`src/rtl/core/bcgd_pkg.sv`:
```
package bcgd_pkg;

    // Event codes carried on the result channel
    localparam logic [2:0] EV_PRESSED    = 3'd0;
    localparam logic [2:0] EV_RELEASED   = 3'd1;
    localparam logic [2:0] EV_LONG_START = 3'd2;
    localparam logic [2:0] EV_LONG_STOP  = 3'd3;
    localparam logic [2:0] EV_CLICK      = 3'd4;
    localparam logic [2:0] EV_DOUBLE     = 3'd5;

    // Configuration register indexes
    localparam logic [2:0] CFG_DEBOUNCE_TIME  = 3'd0;
    localparam logic [2:0] CFG_CLICK_MAX_TIME = 3'd1;
    localparam logic [2:0] CFG_LONG_PRESS     = 3'd2;
    localparam logic [2:0] CFG_DOUBLE_WINDOW  = 3'd3;
    localparam logic [2:0] CFG_TICK_PERIOD    = 3'd4;
    localparam logic [2:0] CFG_ACTIVE_LEVEL   = 3'd5;

    localparam int CFG_INDEX_W = 3;
    localparam int CFG_DATA_W  = 16;
    localparam int TIMER_W     = 17;

    typedef logic [2:0]         t_code;
    typedef logic [TIMER_W-1:0] t_timer;

    // One tick's worth of events: one or two codes
    typedef struct packed {
        logic  two;
        t_code code0;
        t_code code1;
    } t_evt_pair;

endpackage

```
`src/rtl/core/bcgd_front.sv`:
```
module bcgd_front (
    input  logic                               i_clk,
    input  logic                               i_rst_n,
    input  logic                               i_valid,
    output logic                               o_ready,
    input  logic                               i_raw_level,
    input  logic                               i_cfg_valid,
    input  logic [bcgd_pkg::CFG_INDEX_W-1:0]   i_cfg_index,
    input  logic [bcgd_pkg::CFG_DATA_W-1:0]    i_cfg_data,
    input  logic                               i_q_full,
    output logic                               o_push,
    output bcgd_pkg::t_evt_pair                o_pair
);
    import bcgd_pkg::*;

    logic [15:0] r_debounce_time, r_click_max, r_long_press, r_dbl_window;
    logic [7:0]  r_tick_period;
    logic        r_active_level;

    logic   r_prev, r_stable, r_press, r_long, r_await;
    t_timer r_deb, r_ptimer, r_cwt;
    logic   n_prev, n_stable, n_press, n_long, n_await;
    t_timer n_deb, n_ptimer, n_cwt;

    logic [1:0] cnt;
    t_code      c0, c1;
    logic       accept;

    function automatic t_timer sat_add(input t_timer t, input logic [7:0] inc);
        logic [TIMER_W:0] s;
        s = {1'b0, t} + {{(TIMER_W-7){1'b0}}, inc};
        return s[TIMER_W] ? {TIMER_W{1'b1}} : s[TIMER_W-1:0];
    endfunction

    assign o_ready = !i_q_full;
    assign accept  = i_valid && o_ready;

    always_comb begin
        n_prev   = r_prev;
        n_stable = r_stable;
        n_press  = r_press;
        n_long   = r_long;
        n_await  = r_await;
        n_deb    = r_deb;
        n_ptimer = r_ptimer;
        n_cwt    = r_cwt;
        cnt      = 2'd0;
        c0       = EV_PRESSED;
        c1       = EV_PRESSED;

        // Debounce and classify the stable edge
        if (i_raw_level != r_prev) begin
            n_prev = i_raw_level;
            n_deb  = '0;
        end else if (r_deb < {1'b0, r_debounce_time}) begin
            n_deb = sat_add(r_deb, r_tick_period);
        end else if (r_stable != i_raw_level) begin
            n_stable = i_raw_level;
            n_press  = (i_raw_level == r_active_level);
            if (n_press) begin
                n_ptimer = '0;
                n_long   = 1'b0;
                c0       = EV_PRESSED;
                cnt      = 2'd1;
            end else begin
                c0  = EV_RELEASED;
                cnt = 2'd1;
                if (r_long) begin
                    c1      = EV_LONG_STOP;
                    cnt     = 2'd2;
                    n_await = 1'b0;
                end else if (r_ptimer <= {1'b0, r_click_max}) begin
                    if (r_await) begin
                        c1      = EV_DOUBLE;
                        cnt     = 2'd2;
                        n_await = 1'b0;
                    end else begin
                        n_await = 1'b1;
                        n_cwt   = '0;
                    end
                end
            end
        end

        // Advance the press and click-wait timers
        if (n_press) begin
            n_ptimer = sat_add(n_ptimer, r_tick_period);
            if (!n_long && n_ptimer >= {1'b0, r_long_press}) begin
                n_long  = 1'b1;
                n_await = 1'b0;
                if (cnt == 2'd0) begin
                    c0  = EV_LONG_START;
                    cnt = 2'd1;
                end else if (cnt == 2'd1) begin
                    c1  = EV_LONG_START;
                    cnt = 2'd2;
                end
            end
        end else if (n_await) begin
            n_cwt = sat_add(n_cwt, r_tick_period);
            if (n_cwt >= {1'b0, r_dbl_window}) begin
                n_await = 1'b0;
                if (cnt == 2'd0) begin
                    c0  = EV_CLICK;
                    cnt = 2'd1;
                end else if (cnt == 2'd1) begin
                    c1  = EV_CLICK;
                    cnt = 2'd2;
                end
            end
        end
    end

    assign o_push       = accept && (cnt != 2'd0);
    assign o_pair.two   = (cnt == 2'd2);
    assign o_pair.code0 = c0;
    assign o_pair.code1 = c1;

    always_ff @(posedge i_clk) begin
        if (!i_rst_n) begin
            r_debounce_time <= 16'd30;
            r_click_max     <= 16'd400;
            r_long_press    <= 16'd1000;
            r_dbl_window    <= 16'd450;
            r_tick_period   <= 8'd5;
            r_active_level  <= 1'b0;
        end else if (i_cfg_valid) begin
            case (i_cfg_index)
                CFG_DEBOUNCE_TIME:  r_debounce_time <= i_cfg_data;
                CFG_CLICK_MAX_TIME: r_click_max     <= i_cfg_data;
                CFG_LONG_PRESS:     r_long_press    <= i_cfg_data;
                CFG_DOUBLE_WINDOW:  r_dbl_window    <= i_cfg_data;
                CFG_TICK_PERIOD:    r_tick_period   <= i_cfg_data[7:0];
                CFG_ACTIVE_LEVEL:   r_active_level  <= i_cfg_data[0];
                default: ;
            endcase
        end
    end

    always_ff @(posedge i_clk) begin
        if (!i_rst_n) begin
            r_prev   <= 1'b1;
            r_stable <= 1'b1;
            r_press  <= 1'b0;
            r_long   <= 1'b0;
            r_await  <= 1'b0;
            r_deb    <= '0;
            r_ptimer <= '0;
            r_cwt    <= '0;
        end else if (accept) begin
            r_prev   <= n_prev;
            r_stable <= n_stable;
            r_press  <= n_press;
            r_long   <= n_long;
            r_await  <= n_await;
            r_deb    <= n_deb;
            r_ptimer <= n_ptimer;
            r_cwt    <= n_cwt;
        end
    end

endmodule

```
`src/rtl/core/bcgd_queue.sv`:
```
module bcgd_queue (
    input  logic                i_clk,
    input  logic                i_rst_n,
    input  logic                i_push,
    input  bcgd_pkg::t_evt_pair i_pair,
    output logic                o_full,
    input  logic                i_pop,
    output logic                o_empty,
    output bcgd_pkg::t_evt_pair o_pair
);
    import bcgd_pkg::*;

    t_evt_pair  r_mem [2];
    logic       r_wptr, r_rptr;
    logic [1:0] r_count;
    logic       do_push, do_pop;

    assign o_full  = (r_count == 2'd2);
    assign o_empty = (r_count == 2'd0);
    assign o_pair  = r_mem[r_rptr];
    assign do_push = i_push && !o_full;
    assign do_pop  = i_pop && !o_empty;

    always_ff @(posedge i_clk) begin
        if (do_push) begin
            r_mem[r_wptr] <= i_pair;
        end
    end

    always_ff @(posedge i_clk) begin
        if (!i_rst_n) begin
            r_wptr  <= 1'b0;
            r_rptr  <= 1'b0;
            r_count <= 2'd0;
        end else begin
            if (do_push) r_wptr <= ~r_wptr;
            if (do_pop)  r_rptr <= ~r_rptr;
            case ({do_push, do_pop})
                2'b10:   r_count <= r_count + 2'd1;
                2'b01:   r_count <= r_count - 2'd1;
                default: ;
            endcase
        end
    end

endmodule

```
`src/rtl/core/bcgd_back.sv`:
```
module bcgd_back (
    input  logic                i_clk,
    input  logic                i_rst_n,
    input  logic                i_q_empty,
    input  bcgd_pkg::t_evt_pair i_pair,
    output logic                o_pop,
    output logic                o_valid,
    input  logic                i_ready,
    output logic [2:0]          o_event_code,
    output logic                o_last_event
);
    import bcgd_pkg::*;

    t_evt_pair r_pair;
    logic      r_valid, r_sel;
    logic      last, xfer;

    assign last         = r_sel || !r_pair.two;
    assign xfer         = r_valid && i_ready;
    assign o_pop        = !i_q_empty && (!r_valid || (xfer && last));
    assign o_valid      = r_valid;
    assign o_event_code = r_sel ? r_pair.code1 : r_pair.code0;
    assign o_last_event = last;

    always_ff @(posedge i_clk) begin
        if (o_pop) begin
            r_pair <= i_pair;
        end
    end

    always_ff @(posedge i_clk) begin
        if (!i_rst_n) begin
            r_valid <= 1'b0;
            r_sel   <= 1'b0;
        end else if (o_pop) begin
            r_valid <= 1'b1;
            r_sel   <= 1'b0;
        end else if (xfer) begin
            if (last) begin
                r_valid <= 1'b0;
                r_sel   <= 1'b0;
            end else begin
                r_sel <= 1'b1;
            end
        end
    end

endmodule

```
`src/rtl/core/button_click_gesture_detector_top.sv`:
```
// Button gesture detector. Each input transfer is one poll tick carrying the
// sampled pin level; the level is debounced against debounce_time and the
// stable level is classified into pressed, released, long-press start and
// stop, click and double-click events, each leaving as one output transfer
// with last_event marking the final event of its tick. A tick is accepted in
// the same cycle it is offered whenever the two-entry event queue has room,
// so ticks can arrive back to back; ticks that produce no event never touch
// the queue. The output stage drains one event per cycle while i_ready is
// high; a tick's first event passes the queue write and then the output
// register before it appears. Configuration writes are taken every cycle
// (o_cfg_ready is tied high) and must only be issued while the block is
// idle; indexes above 5 are ignored. All timers are 17 bits and saturate
// rather than wrap.
module button_click_gesture_detector_top (
    input  logic                             i_clk,
    input  logic                             i_rst_n,
    input  logic                             i_valid,
    output logic                             o_ready,
    input  logic                             i_raw_level,
    output logic                             o_valid,
    input  logic                             i_ready,
    output logic [2:0]                       o_event_code,
    output logic                             o_last_event,
    input  logic                             i_cfg_valid,
    output logic                             o_cfg_ready,
    input  logic [bcgd_pkg::CFG_INDEX_W-1:0] i_cfg_index,
    input  logic [bcgd_pkg::CFG_DATA_W-1:0]  i_cfg_data
);
    import bcgd_pkg::*;

    logic      q_full, q_empty, push, pop;
    t_evt_pair push_pair, head_pair;

    assign o_cfg_ready = 1'b1;

    // Front: hold config, debounce and classify each tick
    bcgd_front u_front (
        .i_clk       (i_clk),
        .i_rst_n     (i_rst_n),
        .i_valid     (i_valid),
        .o_ready     (o_ready),
        .i_raw_level (i_raw_level),
        .i_cfg_valid (i_cfg_valid),
        .i_cfg_index (i_cfg_index),
        .i_cfg_data  (i_cfg_data),
        .i_q_full    (q_full),
        .o_push      (push),
        .o_pair      (push_pair)
    );

    // Queue: decouple ticks from the output side
    bcgd_queue u_queue (
        .i_clk   (i_clk),
        .i_rst_n (i_rst_n),
        .i_push  (push),
        .i_pair  (push_pair),
        .o_full  (q_full),
        .i_pop   (pop),
        .o_empty (q_empty),
        .o_pair  (head_pair)
    );

    // Back: drain one event per transfer
    bcgd_back u_back (
        .i_clk        (i_clk),
        .i_rst_n      (i_rst_n),
        .i_q_empty    (q_empty),
        .i_pair       (head_pair),
        .o_pop        (pop),
        .o_valid      (o_valid),
        .i_ready      (i_ready),
        .o_event_code (o_event_code),
        .o_last_event (o_last_event)
    );

endmodule
```
`config.mk`:
```
export PLATFORM = sky130hd
export DESIGN_NAME = button_click_gesture_detector_top
export DESIGN_NICKNAME = d
export VERILOG_FILES = /design/src/rtl/core/bcgd_pkg.sv /design/src/rtl/core/bcgd_front.sv /design/src/rtl/core/bcgd_queue.sv /design/src/rtl/core/bcgd_back.sv /design/src/rtl/core/button_click_gesture_detector_top.sv
export SDC_FILE = /design/constraint.sdc
export NUM_CORES = 1
export LEC_CHECK = 0
export BUFFER_PORTS_ARGS = -buffer_cell sky130_fd_sc_hd__buf_4
export CAP_MARGIN = 20
export CORE_AREA = 5 5 137 139
export DETAILED_ROUTE_END_ITERATION = 12
export DIE_AREA = 0 0 142 144
export GPL_TIMING_DRIVEN = 0
export PLACE_DENSITY_LB_ADDON = 0.12
export SETUP_SLACK_MARGIN = 0.3
export SLEW_MARGIN = 10
export SYNTH_ARGS = -nofsm -noshare
export SYNTH_HDL_FRONTEND = slang
export SYNTH_SLANG_ARGS = --single-unit
export TNS_END_PERCENT = 20
```
`constraint.sdc`:
```
create_clock -name i_clk -period 8.85 [get_ports i_clk]
set_input_delay 1.77 -clock i_clk [delete_from_list [all_inputs] [get_ports i_clk]]
set_output_delay 1.77 -clock i_clk [all_outputs]
set_load 0.02 [all_outputs]
```
Yosys cells after proc, flatten, opt, wreduce, memory -nomap -nowiden
Memories as Yosys holds them, arrays and structs flattened. A register that Yosys moved wholly into a read port is not among the register bits.
Index checks and enable logic that the tools add are counted.
Word-level totals
  bits in writable memories: 14
  memories kept: 1
  register bits after elaboration: 135
  output and inout port bits: 7
Memories
  u_queue.r_mem: words 2, width 7, rd ports 1, clocked after Yosys merged registers in 1, write ports 1, RTL line bcgd_queue.sv:13  | t_evt_pair r_mem [2];
Operators by class
  muxes and demuxes: 85
  equal/unequal tests: 13
  bitwise gates (word level): 5
  add/sub/neg operators: 5
  $lt $le $gt $ge: 4
  reductions and logical operators: 34
Operator list (count)
  two-way mux 17 bit: 19
  two-way mux 3 bit: 25
  adder 17 x 8 -> 18 bit: 3
  >= comparator 17 x 16 -> 1 bit: 2
  two-way mux 1 bit: 27
  two-way mux 2 bit: 13
  AND reduction 2 bit: 9
  <= comparator 17 x 16 -> 1 bit: 1
  < comparator 17 x 16 -> 1 bit: 1
  nonzero test 2 bit: 5
  logical AND 1 bit: 8
  equality test 2 bit (second input constant): 3
  equality test 3 x 2 -> 1 bit (second input constant): 2
  equality test 3 bit (second input constant): 2
  logical NOT 1 bit: 5
  NOT 1 bit: 5
  equality test 2 x 1 -> 1 bit (second input constant): 2
  logical NOT 2 bit: 2
  case mux 2 bit (2 select lines): 1
  AND reduction 4 bit: 1
  equality test 3 x 1 -> 1 bit (second input constant): 1
  logical NOT 3 bit: 1
  adder 2 x 1 -> 2 bit (second input constant): 1
  logical OR 1 bit: 2
  other kinds (4): 5

Depth between registers and ports, before layout
  depth after elaboration: 18
  mapped depth: 34
  depth with buffers taken out: 32

Modules after synthesis
From an unflattened synthesis, not the netlist that was laid out.
Second synthesis, totals
  cell total of the unflattened synthesis: 1178
  area, all modules: 9525.4 um^2
Modules (own cells, without submodules)
  bcgd_front: times used 1, area each 8426.8 um^2, cells each 1105
  bcgd_queue: times used 1, area each 730.7 um^2, cells each 49
  bcgd_back: times used 1, area each 356.6 um^2, cells each 22
  button_click_gesture_detector_top: times used 1, area each 11.3 um^2, cells each 2

Worst setup path after synthesis
Ideal clock, no wire load.
  path type: input to register
  start point: input i_raw_level
  end point: register u_queue.r_count[1]
  arrival: 7.267 ns
  required time: 8.779 ns
  slack: 1.513 ns
  cell stages on the path: 28
  buffers on the path: 2
  cells stage by stage: nor2b_1 > and3b_1 > a21oi_1 > nor2_1 > and4_2 > buf_4 > buf_1 > nor2b_1 > ha_1 > a2111oi_0 > o21ai_0 > a31oi_1 > nor2_1 > nand2b_1 > nand2_1 > ha_1 > nor2b_1 > o21a_1 > o21ai_0 > a211oi_1 > o21ai_0 > o211a_4 > o211a_1 > nor2_1 > o21ai_0 > ha_1 > or3_1 > a21oi_1
Between the ends
  cells in the longest elaborated chain, start to end: 16
  elaborated cells on any way between the ends: 49
RTL lines
  start: declaration: RTL line button_click_gesture_detector_top.sv:19  | input logic i_raw_level,
  equality test 1 bit: RTL line bcgd_front.sv:59  | n_press = (i_raw_level == r_active_level);
  two-way mux 17 bit or two-way mux 2 bit (tied branches): RTL line bcgd_front.sv:60  | if (n_press) begin
  two-way mux 17 bit or two-way mux 2 bit (tied branches): RTL line bcgd_front.sv:57  | end else if (r_stable != i_raw_level) begin
  two-way mux 17 bit or two-way mux 2 bit (tied branches): RTL line bcgd_front.sv:55  | end else if (r_deb < {1'b0, r_debounce_time}) begin
  two-way mux 17 bit or two-way mux 2 bit (tied branches): RTL line bcgd_front.sv:52  | if (i_raw_level != r_prev) begin
  adder 17 x 8 -> 18 bit or equality test 2 x 1 -> 1 bit (tied branches): RTL line bcgd_front.sv:31, bcgd_front.sv:94, bcgd_front.sv:106
  two-way mux 17 bit or two-way mux 2 bit (tied branches): RTL line bcgd_front.sv:32, bcgd_front.sv:94, bcgd_front.sv:106
  >= comparator 17 x 16 -> 1 bit (tied with other cells): RTL line bcgd_front.sv:101  | if (n_cwt >= {1'b0, r_dbl_window}) begin
  two-way mux 2 bit or logical AND 1 bit (tied branches): RTL line bcgd_front.sv:101, bcgd_front.sv:88
  two-way mux 2 bit, on equally long branches: RTL line bcgd_front.sv:99, bcgd_front.sv:88
  two-way mux 2 bit (*): RTL line bcgd_front.sv:86  | if (n_press) begin
  nonzero test 2 bit (*): RTL line bcgd_front.sv:114  | assign o_push = accept && (cnt != 2'd0);
  logical AND 1 bit (*): RTL line bcgd_front.sv:114
  logical AND 1 bit (*): RTL line bcgd_queue.sv:21  | assign do_push = i_push && !o_full;
  equality test 2 x 1 -> 1 bit or equality test 2 bit (tied branches): RTL line bcgd_queue.sv:38  | case ({do_push, do_pop})
  case mux 2 bit (2 select lines) or nonzero test 2 bit (tied branches)
  end signal: assignment: RTL line bcgd_queue.sv:39  | 2'b10: r_count <= r_count + 2'd1;
  end signal: assignment: RTL line bcgd_queue.sv:40  | 2'b01: r_count <= r_count - 2'd1;
  end: declaration: RTL line bcgd_queue.sv:15  | logic [1:0] r_count;
Every way passes the cells marked *; elsewhere a longest branch is shown, timed or not.
A chain may end at the register's enable or synchronous reset.

Worst setup path after layout
Ends and elaborated chain as after synthesis.

==> results.json <==
{
  "status": "finished clean",
  "cts_tree": "yes",
  "grt_overflow_total": 0,
  "clockRootBuffer": "clkbuf_16",
  "drt_wl_total_um": 25690,
  "drt_iter0_markers": 639,
  "antenna_left": 0,
  "postSynthCellCount": 1173,
  "grt_pass1_wl_um": 40550,
  "port_buffers": 29,
  "clock_sinks": 156,
  "hpwl_um": 19690,
  "seq_area_frac_synth": 0.3535,
  "synthFlopType": "dfxtp_1",
  "tightest_slew_ps": 843.4,
  "clk_pin_slew_ps": 60,
  "slew_headroom": 0.4356,
  "pin_count": 32,
  "gp_congestion": 0.8842,
  "vias": 8453,
  "ir_worst_vdd_v": 0.0001391,
  "max_stage_delay_ps": 450,
  "syn_nets": 1293,
  "slowest_stage": "a31oi_2",
  "async_reset_ff_frac": 0,
  "numCtsBuffers": 17,
  "insertion_delay_ps": 430,
  "antenna_found_initial": 0,
  "cp-startpoint": "i_raw_level",
  "yosys-top-cells-area": "dfxtp_1 29%, ha_1 12%, nand2_1 8.4%",
  "initial_utilization": 0.5378,
  "wl_per_cell_um": 17.55,
  "clock_path_buffers": 2,
  "grt_pass1_vias": 7822,
  "hold_viol": 0,
  "vias_per_cell": 5.774,
  "syn_area_per_cell_um2": 8.039,
  "yosysUniqueCellTypes": 79,
  "drive_above_1_share": 0.08826,
  "die_area_um2": 20450,
  "core_area_um2": 17530,
  "worstSetupStartpointType": "input pin",
  "h-tree-depth": 4,
  "setup_violations": 0,
  "r2r_slack_ps": 1350,
  "first_pass_iters": 5,
  "drc": 0,
  "num_antenna_cells": 0,
  "fmax_mhz": 123.8,
  "synth-edff-count": 21,
  "critPathMaxFanout": 10,
  "synthDominantCellAreaShare": 0.2866,
  "fin_ws_ps": 771.6,
  "setup_tns_ps": 0,
  "die_w_um": 142,
  "fin_skew_ps": 8.338,
  "critPathKind": "in2reg",
  "fillers": 1661,
  "timing.final.crit_period_ps": 8078,
  "p_total_mw": 1.679,
  "endpoint_kind": "register",
  "power_density_nw_per_um2": 159.4,
  "crit_arrival_ps": 8440,
  "dpl_worst_slack_ps": 155.8,
  "synth-seq-cells": 156,
  "grt_max_degree": 17,
  "cts_setup_buffers": 0,
  "crit_top_cell": "o21ai_0",
  "cp.required_ps": 9210,
  "rows": 49,
  "grt_usage": 0.2533,
  "drv_cap": 0,
  "power.leakage_nw": 4.364,
  "syn_area_um2": 9430,
  "synth_top_cells_by_count": "212 x nand2_1, 135 x dfxtp_1, 111 x a21oi_1, 102 x nor2_1, 92 x ha_1",
  "ys_warn_count": 0,
  "chipHeight_um": 144,
  "fin_nets": 1342,
  "synth_most_common_cell": "nand2_1",
  "synth.largest_area_cell": "dfxtp_1",
  "worstReg2RegStart": "u_front.r_debounce_time[14]",
  "worstHoldStart": "u_front.r_dbl_window[14]",
  "hp-class": "reg2reg",
  "final_max_slew_viol_count": 0,
  "period_share": 0.9128,
  "area_delta_synth_final_pct": 11.73,
  "rsz0062_at_grt": "no"
}
==> where the power goes <==
group          internal (mW)  switching, mW
Clock                  0.420          0.319
Sequential             0.745         0.0151
Combinational         0.0688          0.110
Total                   1.23          0.444
==> path summary, 6_finish.rpt <==
check,cells after the start,to
max,29,u_queue.r_count[1]
min,2,u_front.r_dbl_window[14]
max reg2reg,30,u_queue.r_count[1]
min reg2reg,2,u_front.r_dbl_window[14]
==> stage by stage <==
step	cell area [um^2]	util	cells	hold WS, ps
final	10540	0.6009	1464	454.0
after global routing	10540	0.6009	1464	475.5
after CTS	10520	0.6002	1463	456.3
after detailed placement	9935	0.5666	1431	447.8
after global placement	9935	0.5666	1431	439.4
after floorplan	9430	-	1173	431.8
==> worst max-delay path: cells and delay by family <==
| family | cells | cell delay, ps |
|---|---|---|
| buffers and inverters | 3 | 600 |
| adder cells (fa/ha/maj) | 3 | 1010 |
| AO/OA/AOI/OAI | 12 | 2350 |
| AND/OR/NAND/NOR | 11 | 2680 |
==> sequential cells by signal (all words and copies together) (netlist names) <==
signal and count:
u_front.r_tick_period 8, u_front.r_click_max 16, u_front.r_stable 1, u_front.r_deb 17, u_front.r_cwt 17, u_back.r_pair 7, u_queue.r_wptr 1, u_front.r_press 1
u_queue.r_mem 14, u_front.r_await 1, u_front.r_active_level 1, u_queue.r_rptr 1, u_back.r_sel 1, u_front.r_long 1, u_queue.r_count 2, u_front.r_prev 1
u_front.r_dbl_window 16, u_back.o_valid 1, u_front.r_ptimer 17, u_front.r_debounce_time 16, u_front.r_long_press 16
==> placed cells by master (no fill, tap or decap), drive strengths merged, types with 11 or more instances in the layout <==
cell type,n
nand2,213
dfxtp,135
a21oi,111
nor2,103
ha,92
inv,89
o21ai,52
clkbuf,47
buf,39
nor3,28
o211ai,25
edfxtp,21
nand3,20
nor2b,19
xnor2,18
a21o,16
o21a,15
a211oi,15
a22oi,14
nand2b,13
nand4,12
and3,11
mux2,11
==> kinds of logic (layout without fill, tap and decap cells) <==
logic type,Yosys count,in the layout,share of synthesized area
flops,156,156,0.3535
mux,16,16,0.01884
other cells,1,1,0.0003977
fa+ha+maj,95,95,0.1284
compound gates,299,299,0.2042
simple gates,458,458,0.2204
xor+xnor,25,25,0.02322
buf+inv,123,185,0.05108
==> area by class of cell <==
class	instances	area [um^2]	share of cell area
plain buffers	39	167.7	0.01591
clock buffers	17	425.4	0.04038
clock inverters	15	163.9	0.01556
inverters	84	315.3	0.02993
multi-input cells	894	5622	0.5335
flip-flops and latches	156	3333	0.3164
well taps	229	286.5	0.02719
repair buffers	30	222.7	0.02114
==> per-layer routing <==
metal	track usage	share of wire
met1	0.3301	0.45
met2	0.4144	0.45
met5	0	0
met4	0.08687	0.027
met3	0.06052	0.073
==> what timing repair did <==
action                                  4_1_cts  5_1_grt
endpoints found under the setup margin        0       16
hold buffers                                  0        0
resized for setup                             0        2
Power figures use the tool's default switching activity.
